==> config.mk <==
export PLATFORM = sky130hd
export DESIGN_NAME = sound_level_meter_db_core
export DESIGN_NICKNAME = d
export VERILOG_FILES = /design/src/sv/smld_pkg.sv /design/src/sv/sound_level_meter_db_core.sv
export SDC_FILE = /design/constraint.sdc
export NUM_CORES = 2
export LEC_CHECK = 0
export BUFFER_PORTS_ARGS = -buffer_cell sky130_fd_sc_hd__buf_2
export CORE_ASPECT_RATIO = 1.25
export CORE_MARGIN = 5
export CORE_UTILIZATION = 60
export CTS_BUF_LIST = sky130_fd_sc_hd__clkbuf_8
export DETAILED_ROUTE_END_ITERATION = 16
export PLACE_DENSITY = 0.75
export SETUP_SLACK_MARGIN = 0.2
export SLEW_MARGIN = 20
export SYNTH_ARGS = -nofsm -noshare
export SYNTH_HDL_FRONTEND = slang
export SYNTH_SLANG_ARGS = --single-unit
==> constraint.sdc <==
create_clock -name clk -period 22 [get_ports clk]
set_input_delay 3.3 -clock clk [delete_from_list [all_inputs] [get_ports clk]]
set_output_delay 3.3 -clock clk [all_outputs]
set_load 0.02 [all_outputs]
==> src/sv/smld_pkg.sv <==
`default_nettype none
package smld_pkg;

  localparam int unsigned MAX_CHANNELS = 8;
  localparam int unsigned MAX_BLOCKS   = 1024;
  localparam int unsigned POWER_W      = 48;
  localparam int unsigned RUN_W        = 42;
  localparam int unsigned BLOCK_W      = 35;
  localparam int unsigned CFG_IDX_W    = 3;
  localparam int unsigned CFG_DATA_W   = 24;

  // register indexes
  localparam logic [CFG_IDX_W-1:0] REG_ATTACK  = 3'd0;
  localparam logic [CFG_IDX_W-1:0] REG_RELEASE = 3'd1;
  localparam logic [CFG_IDX_W-1:0] REG_REF     = 3'd2;
  localparam logic [CFG_IDX_W-1:0] REG_BLOCKS  = 3'd3;
  localparam logic [CFG_IDX_W-1:0] REG_CHANS   = 3'd4;

  // 10*log10(2) in Q2.14
  localparam logic [31:0] DB_PER_LOG2 = 32'd49321;

  typedef struct packed {
    logic signed [15:0] sample;
    logic [2:0]         channel;
    logic               block_end;
    logic               arm_average;
  } in_t;

  typedef struct packed {
    logic               kind;
    logic [2:0]         out_channel;
    logic signed [15:0] level_db;
    logic               last;
  } out_t;

endpackage
`default_nettype wire

==> src/sv/sound_level_meter_db_core.sv <==
// A sample without block end passes through square, compare, two
//   partial products and update; in_ready is high again after that.
// Each level result takes two log evaluations (leading-one normalize,
//   then fraction squaring and scaling); all multiplications go through
//   one 32x32 multiplier.
// Reset (rst, synchronous): registers to 350/350/0/1/2, all power state,
//   sums and counters cleared, no output word pending.
`default_nettype none
module sound_level_meter_db_core
  import smld_pkg::*;
(
  input  wire logic                  clk,
  input  wire logic                  rst,
  input  wire logic                  in_valid,
  output logic                       in_ready,
  input  wire in_t                   in_data,
  output logic                       out_valid,
  input  wire logic                  out_ready,
  output out_t                       out_data,
  input  wire logic                  cfg_valid,
  output logic                       cfg_ready,
  input  wire logic [CFG_IDX_W-1:0]  cfg_index,
  input  wire logic [CFG_DATA_W-1:0] cfg_data
);

  typedef enum logic [3:0] {
    S_IDLE, S_SQ, S_DIFF, S_MLO, S_MHI, S_UPD,
    S_NORM, S_FSQ, S_FCHK, S_SCALE, S_LDONE, S_EMIT
  } state_t;

  state_t state;

  // configuration
  logic [23:0]        attack_coeff, release_coeff;
  logic signed [15:0] ref_offset_db;
  logic [10:0]        blocks_to_average;
  logic [3:0]         channel_count;

  // power state
  logic [POWER_W-1:0] smoothed_power [MAX_CHANNELS];
  logic [RUN_W-1:0]   running_power_sum [MAX_CHANNELS];
  logic [BLOCK_W-1:0] block_power_sum;
  logic [10:0]        blocks_summed;
  logic               averaging_armed;

  // working registers
  logic signed [15:0] smp;
  logic [2:0]         ch;
  logic               blk_end;
  logic               rise;
  logic [POWER_W-1:0] diff;
  logic [23:0]        acc;
  logic [63:0]        prod;
  logic [RUN_W-1:0]   norm;
  logic [5:0]         expo;
  logic [7:0]         frac;
  logic [2:0]         iter;
  logic [31:0]        mant;
  logic               lvl_phase;   // 0: numerator, 1: divisor
  logic [15:0]        lvl_num;
  logic signed [15:0] res;
  logic               avg_mode;
  logic               avg_go;
  logic [2:0]         avg_ch;

  // clamped config
  logic [3:0]  nch;
  logic [10:0] nblk;
  always_comb begin
    if (channel_count == 4'd0) nch = 4'd1;
    else if (channel_count > 4'(MAX_CHANNELS)) nch = 4'(MAX_CHANNELS);
    else nch = channel_count;
    if (blocks_to_average == 11'd0) nblk = 11'd1;
    else if (blocks_to_average > 11'(MAX_BLOCKS)) nblk = 11'(MAX_BLOCKS);
    else nblk = blocks_to_average;
  end

  // shared multiplier operands
  logic [16:0] mag;
  logic [23:0] coeff;
  logic [31:0] mul_a, mul_b;
  assign mag   = smp[15] ? 17'(-{smp[15], smp}) : {1'b0, smp};
  assign coeff = rise ? attack_coeff : release_coeff;

  always_comb begin
    mul_a = '0;
    mul_b = '0;
    unique case (state)
      S_SQ:    begin mul_a = 32'(mag);   mul_b = 32'(mag); end
      S_MLO:   begin mul_a = 32'(coeff); mul_b = 32'(diff[23:0]); end
      S_MHI:   begin mul_a = 32'(coeff); mul_b = 32'(diff[47:24]); end
      S_FSQ:   begin mul_a = mant;       mul_b = mant; end
      S_SCALE: begin mul_a = 32'({expo, frac}); mul_b = DB_PER_LOG2; end
      default: begin mul_a = '0;         mul_b = '0; end
    endcase
  end

  // smoother update and sums
  logic [POWER_W-1:0] x_pow, y_old, step, y_new;
  logic [31:0]        ip;
  logic [BLOCK_W:0]   bsum_wide;
  logic [BLOCK_W-1:0] bsum_new;
  logic [RUN_W:0]     rsum_wide;
  logic [RUN_W-1:0]   rsum_new;
  logic [10:0]        bs_inc;
  logic               last_ch;
  logic [32:0]        sq_t;
  logic signed [17:0] lv;

  assign x_pow     = {prod[31:0], 16'd0};
  assign y_old     = smoothed_power[ch];
  assign step      = prod[47:0] + 48'(acc);
  assign y_new     = rise ? (y_old + step) : (y_old - step);
  assign ip        = y_new[47:16];
  assign bsum_wide = {1'b0, block_power_sum} + (BLOCK_W+1)'(ip);
  assign bsum_new  = bsum_wide[BLOCK_W] ? '1 : bsum_wide[BLOCK_W-1:0];
  assign rsum_wide = {1'b0, running_power_sum[ch]} + (RUN_W+1)'(ip);
  assign rsum_new  = rsum_wide[RUN_W] ? '1 : rsum_wide[RUN_W-1:0];
  assign bs_inc    = blocks_summed + 11'd1;
  assign last_ch   = ({1'b0, ch} == nch - 4'd1);
  assign sq_t      = prod[63:31];
  assign lv        = $signed({2'b00, lvl_num}) - $signed({2'b00, prod[29:14]})
                     - $signed({{2{ref_offset_db[15]}}, ref_offset_db});

  assign in_ready  = (state == S_IDLE);
  assign cfg_ready = 1'b1;

  function automatic logic last_avg();
    return ({1'b0, avg_ch} == nch - 4'd1);
  endfunction

  // zero reads as one for the log
  function automatic logic [RUN_W-1:0] nz(input logic [RUN_W-1:0] v);
    return (v == '0) ? RUN_W'(1) : v;
  endfunction

  always_ff @(posedge clk) begin
    prod <= mul_a * mul_b;
    if (rst) begin
      state             <= S_IDLE;
      attack_coeff      <= 24'd350;
      release_coeff     <= 24'd350;
      ref_offset_db     <= '0;
      blocks_to_average <= 11'd1;
      channel_count     <= 4'd2;
      for (int i = 0; i < MAX_CHANNELS; i++) begin
        smoothed_power[i]    <= '0;
        running_power_sum[i] <= '0;
      end
      block_power_sum <= '0;
      blocks_summed   <= '0;
      averaging_armed <= 1'b0;
      out_valid       <= 1'b0;
      avg_mode        <= 1'b0;
      avg_go          <= 1'b0;
      lvl_phase       <= 1'b0;
    end else begin
      if (cfg_valid) begin
        unique case (cfg_index)
          REG_ATTACK:  attack_coeff      <= cfg_data;
          REG_RELEASE: release_coeff     <= cfg_data;
          REG_REF:     ref_offset_db     <= cfg_data[15:0];
          REG_BLOCKS:  blocks_to_average <= cfg_data[10:0];
          REG_CHANS:   channel_count     <= cfg_data[3:0];
          default: ;
        endcase
      end
      // S_EMIT reloads the output register itself
      if (out_valid && out_ready && state != S_EMIT) out_valid <= 1'b0;

      unique case (state)
        S_IDLE: begin
          if (in_valid) begin
            smp     <= in_data.sample;
            ch      <= in_data.channel;
            blk_end <= in_data.block_end;
            if (in_data.arm_average) averaging_armed <= 1'b1;
            if ({1'b0, in_data.channel} < nch) state <= S_SQ;
          end
        end
        S_SQ: state <= S_DIFF;
        S_DIFF: begin
          rise  <= (x_pow > y_old);
          diff  <= (x_pow > y_old) ? (x_pow - y_old) : (y_old - x_pow);
          state <= S_MLO;
        end
        S_MLO: state <= S_MHI;
        S_MHI: begin
          acc   <= prod[47:24];
          state <= S_UPD;
        end
        S_UPD: begin
          smoothed_power[ch] <= y_new;
          state <= (blk_end && last_ch) ? S_NORM : S_IDLE;
          if (blk_end) begin
            if (averaging_armed) running_power_sum[ch] <= rsum_new;
            block_power_sum <= last_ch ? '0 : bsum_new;
            if (last_ch) begin
              norm      <= (bsum_new == '0) ? RUN_W'(1) : RUN_W'(bsum_new);
              expo      <= 6'(RUN_W - 1);
              lvl_phase <= 1'b0;
              avg_mode  <= 1'b0;
              avg_go    <= 1'b0;
              if (averaging_armed) begin
                if (bs_inc >= nblk) begin
                  avg_go          <= 1'b1;
                  blocks_summed   <= '0;
                  averaging_armed <= 1'b0;
                end else begin
                  blocks_summed <= bs_inc;
                end
              end
            end
          end
        end
        // leading one: one bit per cycle
        S_NORM: begin
          if (norm[RUN_W-1]) begin
            mant  <= norm[RUN_W-1 -: 32];
            iter  <= '0;
            frac  <= '0;
            state <= S_FSQ;
          end else begin
            norm <= norm << 1;
            expo <= expo - 6'd1;
          end
        end
        S_FSQ: state <= S_FCHK;
        S_FCHK: begin
          frac <= {frac[6:0], sq_t[32]};
          mant <= sq_t[32] ? sq_t[32:1] : sq_t[31:0];
          iter <= iter + 3'd1;
          state <= (iter == 3'd7) ? S_SCALE : S_FSQ;
        end
        S_SCALE: state <= S_LDONE;
        S_LDONE: begin
          if (!lvl_phase) begin
            lvl_num   <= prod[29:14];
            lvl_phase <= 1'b1;
            norm      <= avg_mode ? RUN_W'(nblk) : RUN_W'(nch);
            expo      <= 6'(RUN_W - 1);
            state     <= S_NORM;
          end else begin
            if (lv > 18'sd32767) res <= 16'sh7FFF;
            else if (lv < -18'sd32768) res <= 16'sh8000;
            else res <= lv[15:0];
            state <= S_EMIT;
          end
        end
        S_EMIT: begin
          if (!out_valid || out_ready) begin
            out_valid            <= 1'b1;
            out_data.kind        <= avg_mode;
            out_data.out_channel <= avg_mode ? avg_ch : 3'd0;
            out_data.level_db    <= res;
            out_data.last        <= avg_mode ? last_avg() : !avg_go;
            lvl_phase            <= 1'b0;
            expo                 <= 6'(RUN_W - 1);
            if (!avg_mode && avg_go) begin
              avg_mode             <= 1'b1;
              avg_ch               <= 3'd0;
              norm                 <= nz(running_power_sum[0]);
              running_power_sum[0] <= '0;
              state                <= S_NORM;
            end else if (avg_mode && !last_avg()) begin
              avg_ch                          <= avg_ch + 3'd1;
              norm                            <= nz(running_power_sum[avg_ch + 3'd1]);
              running_power_sum[avg_ch + 3'd1] <= '0;
              state                           <= S_NORM;
            end else begin
              state <= S_IDLE;
            end
          end
        end
        default: state <= S_IDLE;
      endcase
    end
  end

  a_disarm_clears: assert property (@(posedge clk) disable iff (rst)
    !averaging_armed |-> blocks_summed == '0) else $error("count kept while disarmed");
  a_mant_norm: assert property (@(posedge clk) disable iff (rst)
    state == S_FSQ |-> mant[31]) else $error("mantissa not normalized");
  a_kind0_ch: assert property (@(posedge clk) disable iff (rst)
    out_valid && !out_data.kind |-> out_data.out_channel == 3'd0)
    else $error("block level with channel");
  a_avg_ch: assert property (@(posedge clk) disable iff (rst)
    state == S_EMIT && avg_mode |-> {1'b0, avg_ch} < nch) else $error("channel past count");

endmodule
`default_nettype wire
Yosys cells after proc, flatten, opt, wreduce, memory -nomap -nowiden
Memory sizes are Yosys's and may differ from the RTL's. A register that Yosys moved wholly into a read port is not among the register bits.
Index checks and enable logic that the tools add are counted.
{"block": "op_classes", "n_addsub": 15, "multipliers": 1, "order_cmp": 7, "eq_ne": 30, "muxes": 104, "bitwise": 3, "n_reduce_logical": 50}
{"operator": "two-way mux 42 bit", "count": 13}
{"operator": "case mux 42 bit (4 select lines)", "count": 1}
{"operator": "case mux 32 bit (5 select lines)", "count": 1}
{"operator": "two-way mux 48 bit", "count": 3}
{"operator": "subtractor 48 bit", "count": 3}
{"operator": "case mux 32 bit (4 select lines)", "count": 1}
{"operator": "two-way mux 35 bit", "count": 3}
{"operator": "zero test 42 bit", "count": 2}
{"operator": "OR reduction 42 bit", "count": 2}
{"operator": "multiplier 32 x 32 -> 64 bit", "count": 1}
{"operator": "two-way mux 32 bit", "count": 2}
{"operator": "case mux 32 bit (2 select lines)", "count": 1}
{"operator": "adder 48 x 24 -> 48 bit", "count": 1}
{"operator": "adder 48 bit", "count": 1}
{"operator": "greater-than comparator 48 bit", "count": 1}
{"operator": "case mux 4 bit (12 select lines)", "count": 1}
{"operator": "OR reduction 48 bit", "count": 1}
{"operator": "two-way mux 11 bit", "count": 4}
{"operator": "adder 42 x 32 -> 43 bit", "count": 1}
{"operator": "two-way mux 1 bit", "count": 41}
{"operator": "adder 35 x 32 -> 36 bit", "count": 1}
{"operator": "zero test 35 bit", "count": 1}
{"operator": "two-way mux 4 bit", "count": 8}
{"operator": "two-way mux 3 bit", "count": 10}
{"operator": "53 further kinds", "count": 106}
{"block": "totals", "reg_bits": 438, "ram_bits": 720, "input_bits": 53, "output_inout_bits": 24, "word_cells": 245, "mem_count": 2}
{"name": "smoothed_power", "words": 8, "word_bits": 48, "read_ports": 1, "rd_clocked_by_memory_dff": 1, "write_ports": 8, "line_no": "sound_level_meter_db_core.sv:40", "rtl": "logic [POWER_W-1:0] smoothed_power [MAX_CHANNELS];"}
{"name": "running_power_sum", "words": 8, "word_bits": 42, "read_ports": 3, "rd_clocked_by_memory_dff": 1, "write_ports": 8, "line_no": "sound_level_meter_db_core.sv:41", "rtl": "logic [RUN_W-1:0] running_power_sum [MAX_CHANNELS];"}

Longest topological paths before layout
{"block": "depth", "ltp_word": 15, "ltp_mapped": 41, "mapped_depth_nobuf": 38}

Worst setup path before layout
No wires, ideal clock.
{"block": "synth_timing", "path_kind": "flip-flop to flip-flop", "from": "reg smp[1]", "to": "reg prod[61]", "setup_time_ps": 127, "arrival_time_ps": 9623, "required_ps": 21873, "slack_ps": 12250, "stages_incl_launch_ff": 40, "path_buffers": 2, "synth_period_minus_slack_ps": 9750, "path_cell_list": "edfxtp_1 inv_1 ha_1 nand2_1 or3_1 o31a_1 or2_2 o31ai_1 xor2_1 o21ai_0 a221o_1 clkbuf_1 clkbuf_1 nand2_1 fa_1 inv_1 fa_1 fa_1 [... 4 more ...] inv_1 fa_1 inv_1 fa_1 inv_1 fa_1 inv_1 ha_1 nand2_1 o21ai_0 or3_1 o31ai_1 o2111ai_1 a221oi_1 o31ai_1 a221oi_1 o21ai_0 xor2_1"}
{"block": "synth_between", "elab_chain_len": 4, "word_cells_on_any_way": 5, "cone_classes": "add/sub: 1; mul: 1; mux: 3"}
{"element": "from (decl)", "line_no": "sound_level_meter_db_core.sv:47", "rtl": "logic signed [15:0] smp;"}
{"element": "from (signal assigned)", "line_no": "sound_level_meter_db_core.sv:174", "rtl": "smp <= in_data.sample;"}
{"element": "negation 17 bit", "line_no": "sound_level_meter_db_core.sv:82", "rtl": "assign mag = smp[15] ? 17'(-{smp[15], smp}) : {1'b0, smp};"}
{"element": "two-way mux 17 bit *", "line_no": "sound_level_meter_db_core.sv:82"}
{"element": "case mux 32 bit (5 select lines) / case mux 32 bit (4 select lines) (equally long branches)", "line_no": "sound_level_meter_db_core.sv:88", "rtl": "unique case (state)"}
{"element": "multiplier 32 x 32 -> 64 bit *", "line_no": "sound_level_meter_db_core.sv:138", "rtl": "prod <= mul_a * mul_b;"}
{"element": "to (signal assigned)", "line_no": "sound_level_meter_db_core.sv:138"}
{"element": "to (decl)", "line_no": "sound_level_meter_db_core.sv:53", "rtl": "logic [63:0] prod;"}
Mark *: on every way between the ends. The rest lies on a longest branch, timed or not.
A chain may end at the register's enable or synchronous reset.

Final worst setup path
{"block": "layout_timing", "from": "reg state[0]", "to": "reg prod[61]"}
{"block": "layout_between", "elab_chain_len": 4, "word_cells_on_any_way": 9, "cone_classes": "mul: 1; eq/ne: 5; mux: 2; reduce/logical: 1"}
{"element": "from (decl)", "line_no": "sound_level_meter_db_core.sv:31", "rtl": "state_t state;"}
{"element": "from (signal assigned)", "line_no": "sound_level_meter_db_core.sv:194", "rtl": "state <= (blk_end && last_ch) ? S_NORM : S_IDLE;"}
{"element": "from (signal assigned)", "line_no": "sound_level_meter_db_core.sv:233", "rtl": "state <= (iter == 3'd7) ? S_SCALE : S_FSQ;"}
{"element": "== test 4 x 3 -> 1 bit / == test 4 x 2 -> 1 bit (equally long branches)", "line_no": "sound_level_meter_db_core.sv:88"}
{"element": "OR reduction 2 bit (no line)"}
{"element": "case mux 32 bit (4 select lines)", "line_no": "sound_level_meter_db_core.sv:88"}
{"element": "multiplier 32 x 32 -> 64 bit *", "line_no": "sound_level_meter_db_core.sv:138"}
Marked as above.

==> results.py <==
metrics = {
    "drt": {
        "detailedRoute.firstIterationViolations": 8610,
        "detail_route.wirelength_um": 316000,
        "avgViaCountPerCell": 6.34,
        "dr.pass1.iters": 7,
        "vias": 75839,
        "drtAntennaViolNets": 0,
        "avgRoutedWirePerCell_um": 26.4,
        "remaining_design_rule_violation_count": 0,
    },
    "run_status": {
        "result_of_the_run": "finished clean",
    },
    "finish": {
        "post_route_cells_drive_above_1_share_pct": 9.35,
        "layout.nets": 11118,
        "synthToLayoutAreaGrowth_pct": 6.23,
    },
    "grt": {
        "grt_overflow": 0,
        "grt_use_total_pct": 37.0,
        "vias_in_the_first_global_route": 78006,
        "wire_length_of_the_first_global_routing_pass_um": 475000,
        "grt_antenna_before_repair": 17,
        "grt_max_degree": 90,
    },
    "timing": {
        "report.final.slew_viol_count": 0,
        "finalCriticalPeriod_ns": 12.07,
        "worst_max_slew_pin_slew_ns": 1.21,
        "final.period_utilization_pct": 54.9,
        "grt_setup_unrepaired": "false",
        "finalSetupTns_ns": 0,
        "setup_viol": 0,
        "hold_viol": 0,
        "maxSlewHeadroom_pct": 19.3,
        "finalClockSkew_ns": 0.0592,
        "fmax_mhz": 82.8,
    },
    "critical_path": {
        "cp_slowest_cell": "sky130_fd_sc_hd__o21ai_0",
        "path_max_fanout": 35,
        "type_of_destination_of_the_critical_path": "flip-flop",
        "cp_slowest_stage_delay_ns": 0.94,
        "cell_type_group_with_the_largest_total_delay_on_the_critical_path": "adder cells",
        "required_ns": 22.80,
        "path_class": "flip-flop to flip-flop",
        "timing.critical_path.arrival_ns": 12.87,
        "startpoint_type": "flip-flop",
        "rrSetupSlack_ns": 9.93,
        "crit_top_cell": "sky130_fd_sc_hd__fa_1",
        "timing.critical_path.buf_inv": 8,
    },
    "synthesis": {
        "mean_post_synth_cell_area_um2": 10.1,
        "yosysMostFrequentCell": "sky130_fd_sc_hd__nand2_1",
        "muxShareOfSynthArea_pct": 8.04,
        "main_combinational_cell_family_by_area_after_synthesis": "adder cells",
        "synth_xor_xnor_area_share_pct": 3.10,
        "synth_commonest_cells": "1347 x sky130_fd_sc_hd__nand2_1, 1327 x sky130_fd_sc_hd__inv_1, 1103 x sky130_fd_sc_hd__nor2_1",
        "syn-instance-count": 9747,
        "synthesis.yosys.warnings": 0,
        "synth_top_cell_by_area": "sky130_fd_sc_hd__edfxtp_1",
        "net_count_of_the_mapped_netlist": 11224,
        "synth_async_sr_flop_share_pct": 0,
        "ys_seq_area_share_pct": 33.5,
        "ys_types": 96,
        "synth_compound_area_share_pct": 9.41,
        "synth.ff_latch_count": 1161,
        "synth_top_area_share_pct": 29.4,
        "netlist_top_cells_area": "sky130_fd_sc_hd__edfxtp_1 29%, sky130_fd_sc_hd__fa_1 18%, sky130_fd_sc_hd__ha_1 6.7%, sky130_fd_sc_hd__mux4_2 5.8%, sky130_fd_sc_hd__nand2_1 5.2%",
        "syn_area_um2": 98000,
        "primary_ff_master_synth": "sky130_fd_sc_hd__edfxtp_1",
        "synth-edff-count": 960,
        "post_synth_fa_ha_maj_area_fraction_pct": 25.1,
        "synth_simple_gate_area_share_pct": 13.7,
    },
    "die": {
        "fp-row-count": 165,
        "num_io_pins": 77,
        "die_w_um": 371,
        "chipHeight_um": 462,
        "floorplan.die_area_um2": 171000,
        "design.core.area_um2": 162000,
        "starting_density_of_the_core_pct": 60.4,
    },
    "placement": {
        "numPortBuffers": 75,
        "detailedPlacementHpwl_um": 229000,
        "place.gp.congestion": 1.01,
    },
    "job": {
        "max_cap_violations": 0,
    },
    "clock_tree": {
        "hold_buffers": 0,
        "clock_path_buffers": 3,
        "clk_pin_slew_worst_paths_ns": 0.07,
        "root_buffer": "sky130_fd_sc_hd__clkbuf_8",
        "post_cts.repair.setup_buffers": 0,
        "cts-htree-levels": 4,
        "worst_skew_pair.late_latency_ns": 0.93,
        "cts.sink_count": 1161,
        "number_of_cts_inserted_buffers": 172,
        "cts_tree": "done",
        "post_cts_resized": 0,
    },
    "power": {
        "pwr_per_cell_area_nw_per_um2": 60.9,
        "design_power_total_mw": 6.34,
        "cellLeakagePower_nw": 44.9,
        "irDropWorstVdd_uv": 59.7,
    },
    "worst_hold_path": {
        "hp-class": "flip-flop to flip-flop",
    },
}
-- registers in the layout, summed over array words and instances (netlist names), 24 cells and up, named ones only --
signal             flops
acc                   24
attack_coeff          24
block_power_sum       35
diff                  48
mant                  32
norm                  42
prod                  64
release_coeff         24
running_power_sum    336
smoothed_power       384
-- final timing paths --
path                                 end                  start  cells past startpoint
hold reg to reg   out_data[10]$_DFFE_PP_   res[9]$_SDFFCE_PN1P_                      0
setup / recovery        prod[61]$_DFF_P_  state[0]$_SDFFE_PP0P_                     32
hold / removal    out_data[10]$_DFFE_PP_   res[9]$_SDFFCE_PN1P_                      0
setup reg to reg        prod[61]$_DFF_P_  state[0]$_SDFFE_PP0P_                     32
-- stage by stage --
| step | instance area (um2) | utilization, % | hold WS (ns) | setup WS, ns | instances |
|---|---|---|---|---|---|
| after floorplan | 98000 | - | 0.400 | 12.25 | 9747 |
| after global placement | 100000 | 62.0 | 0.407 | 10.29 | 11638 |
| after detailed placement | 101000 | 62.0 | 0.405 | 10.18 | 11638 |
| after CTS | 104000 | 64.2 | 0.410 | 10.14 | 11958 |
| after global routing | 104000 | 64.2 | 0.422 | 9.49 | 11960 |
| final | 104000 | 64.2 | 0.423 | 9.93 | 11966 |
-- cells in the final DEF (no fill, tap or decap), drive strengths merged, types with 148 or more instances in the layout --
master / count
fa: 902
dfxtp: 201
nor2: 1103
clkbuf: 184
o21ai: 233
nand2: 1347
xnor2: 197
a21oi: 472
a21o: 178
mux4: 265
inv: 1384
edfxtp: 960
xor2: 148
buf: 224
ha: 522
-- power breakdown --
| part | total (mW) | leakage, nW | internal (mW) | switching (mW) |
|---|---|---|---|---|
| clock | 1.83 | 1.97 | 0.920 | 0.906 |
| combinational | 2.01 | 31.7 | 0.612 | 1.39 |
| sequential | 2.50 | 11.2 | 2.45 | 0.0493 |
-- per-layer routing --
metal / vias to the layer above / routed length [um] / GRT usage [%]
met3: 1187 / 31800 / 8.15
met4: 16 / 28300 / 26.3
li1: 32551 / - / -
met2: 4477 / 148000 / 60.2
met1: 37608 / 108000 / 43.8
met5: - / 106 / 0
-- cell type report --
cell class | instances | area (um2)
Multi-Input combinational cell | 6751 | 58400
Fill cell | 12933 | 58000
Sequential cell | 1161 | 32900
Inverter | 1331 | 5000
Tap cell | 2171 | 2720
Clock buffer | 184 | 2530
Timing Repair Buffer | 224 | 1540
Clock inverter | 136 | 996
Antenna cell | 8 | 20.0
-- kinds of logic after synthesis --
logic type / after synthesis
compound gates: 1418
mux: 443
fa+ha+maj: 1424
buf+inv: 1835
other cells: 1
flops: 1161
simple gates: 3120
xor+xnor: 345
-- worst reg2reg max path: cells and delay by family, from the launching register on --
kind	cells	cell delay (ns)
AOI/OAI and AO/OA	9	4.11
xor gates and xnor gates	1	0.17
adders and majority gates	9	4.48
buffers and inverters	8	0.89
DFF	1	0.75
and+or+nand+nor	5	1.57
Power figures use the tool's default switching activity.
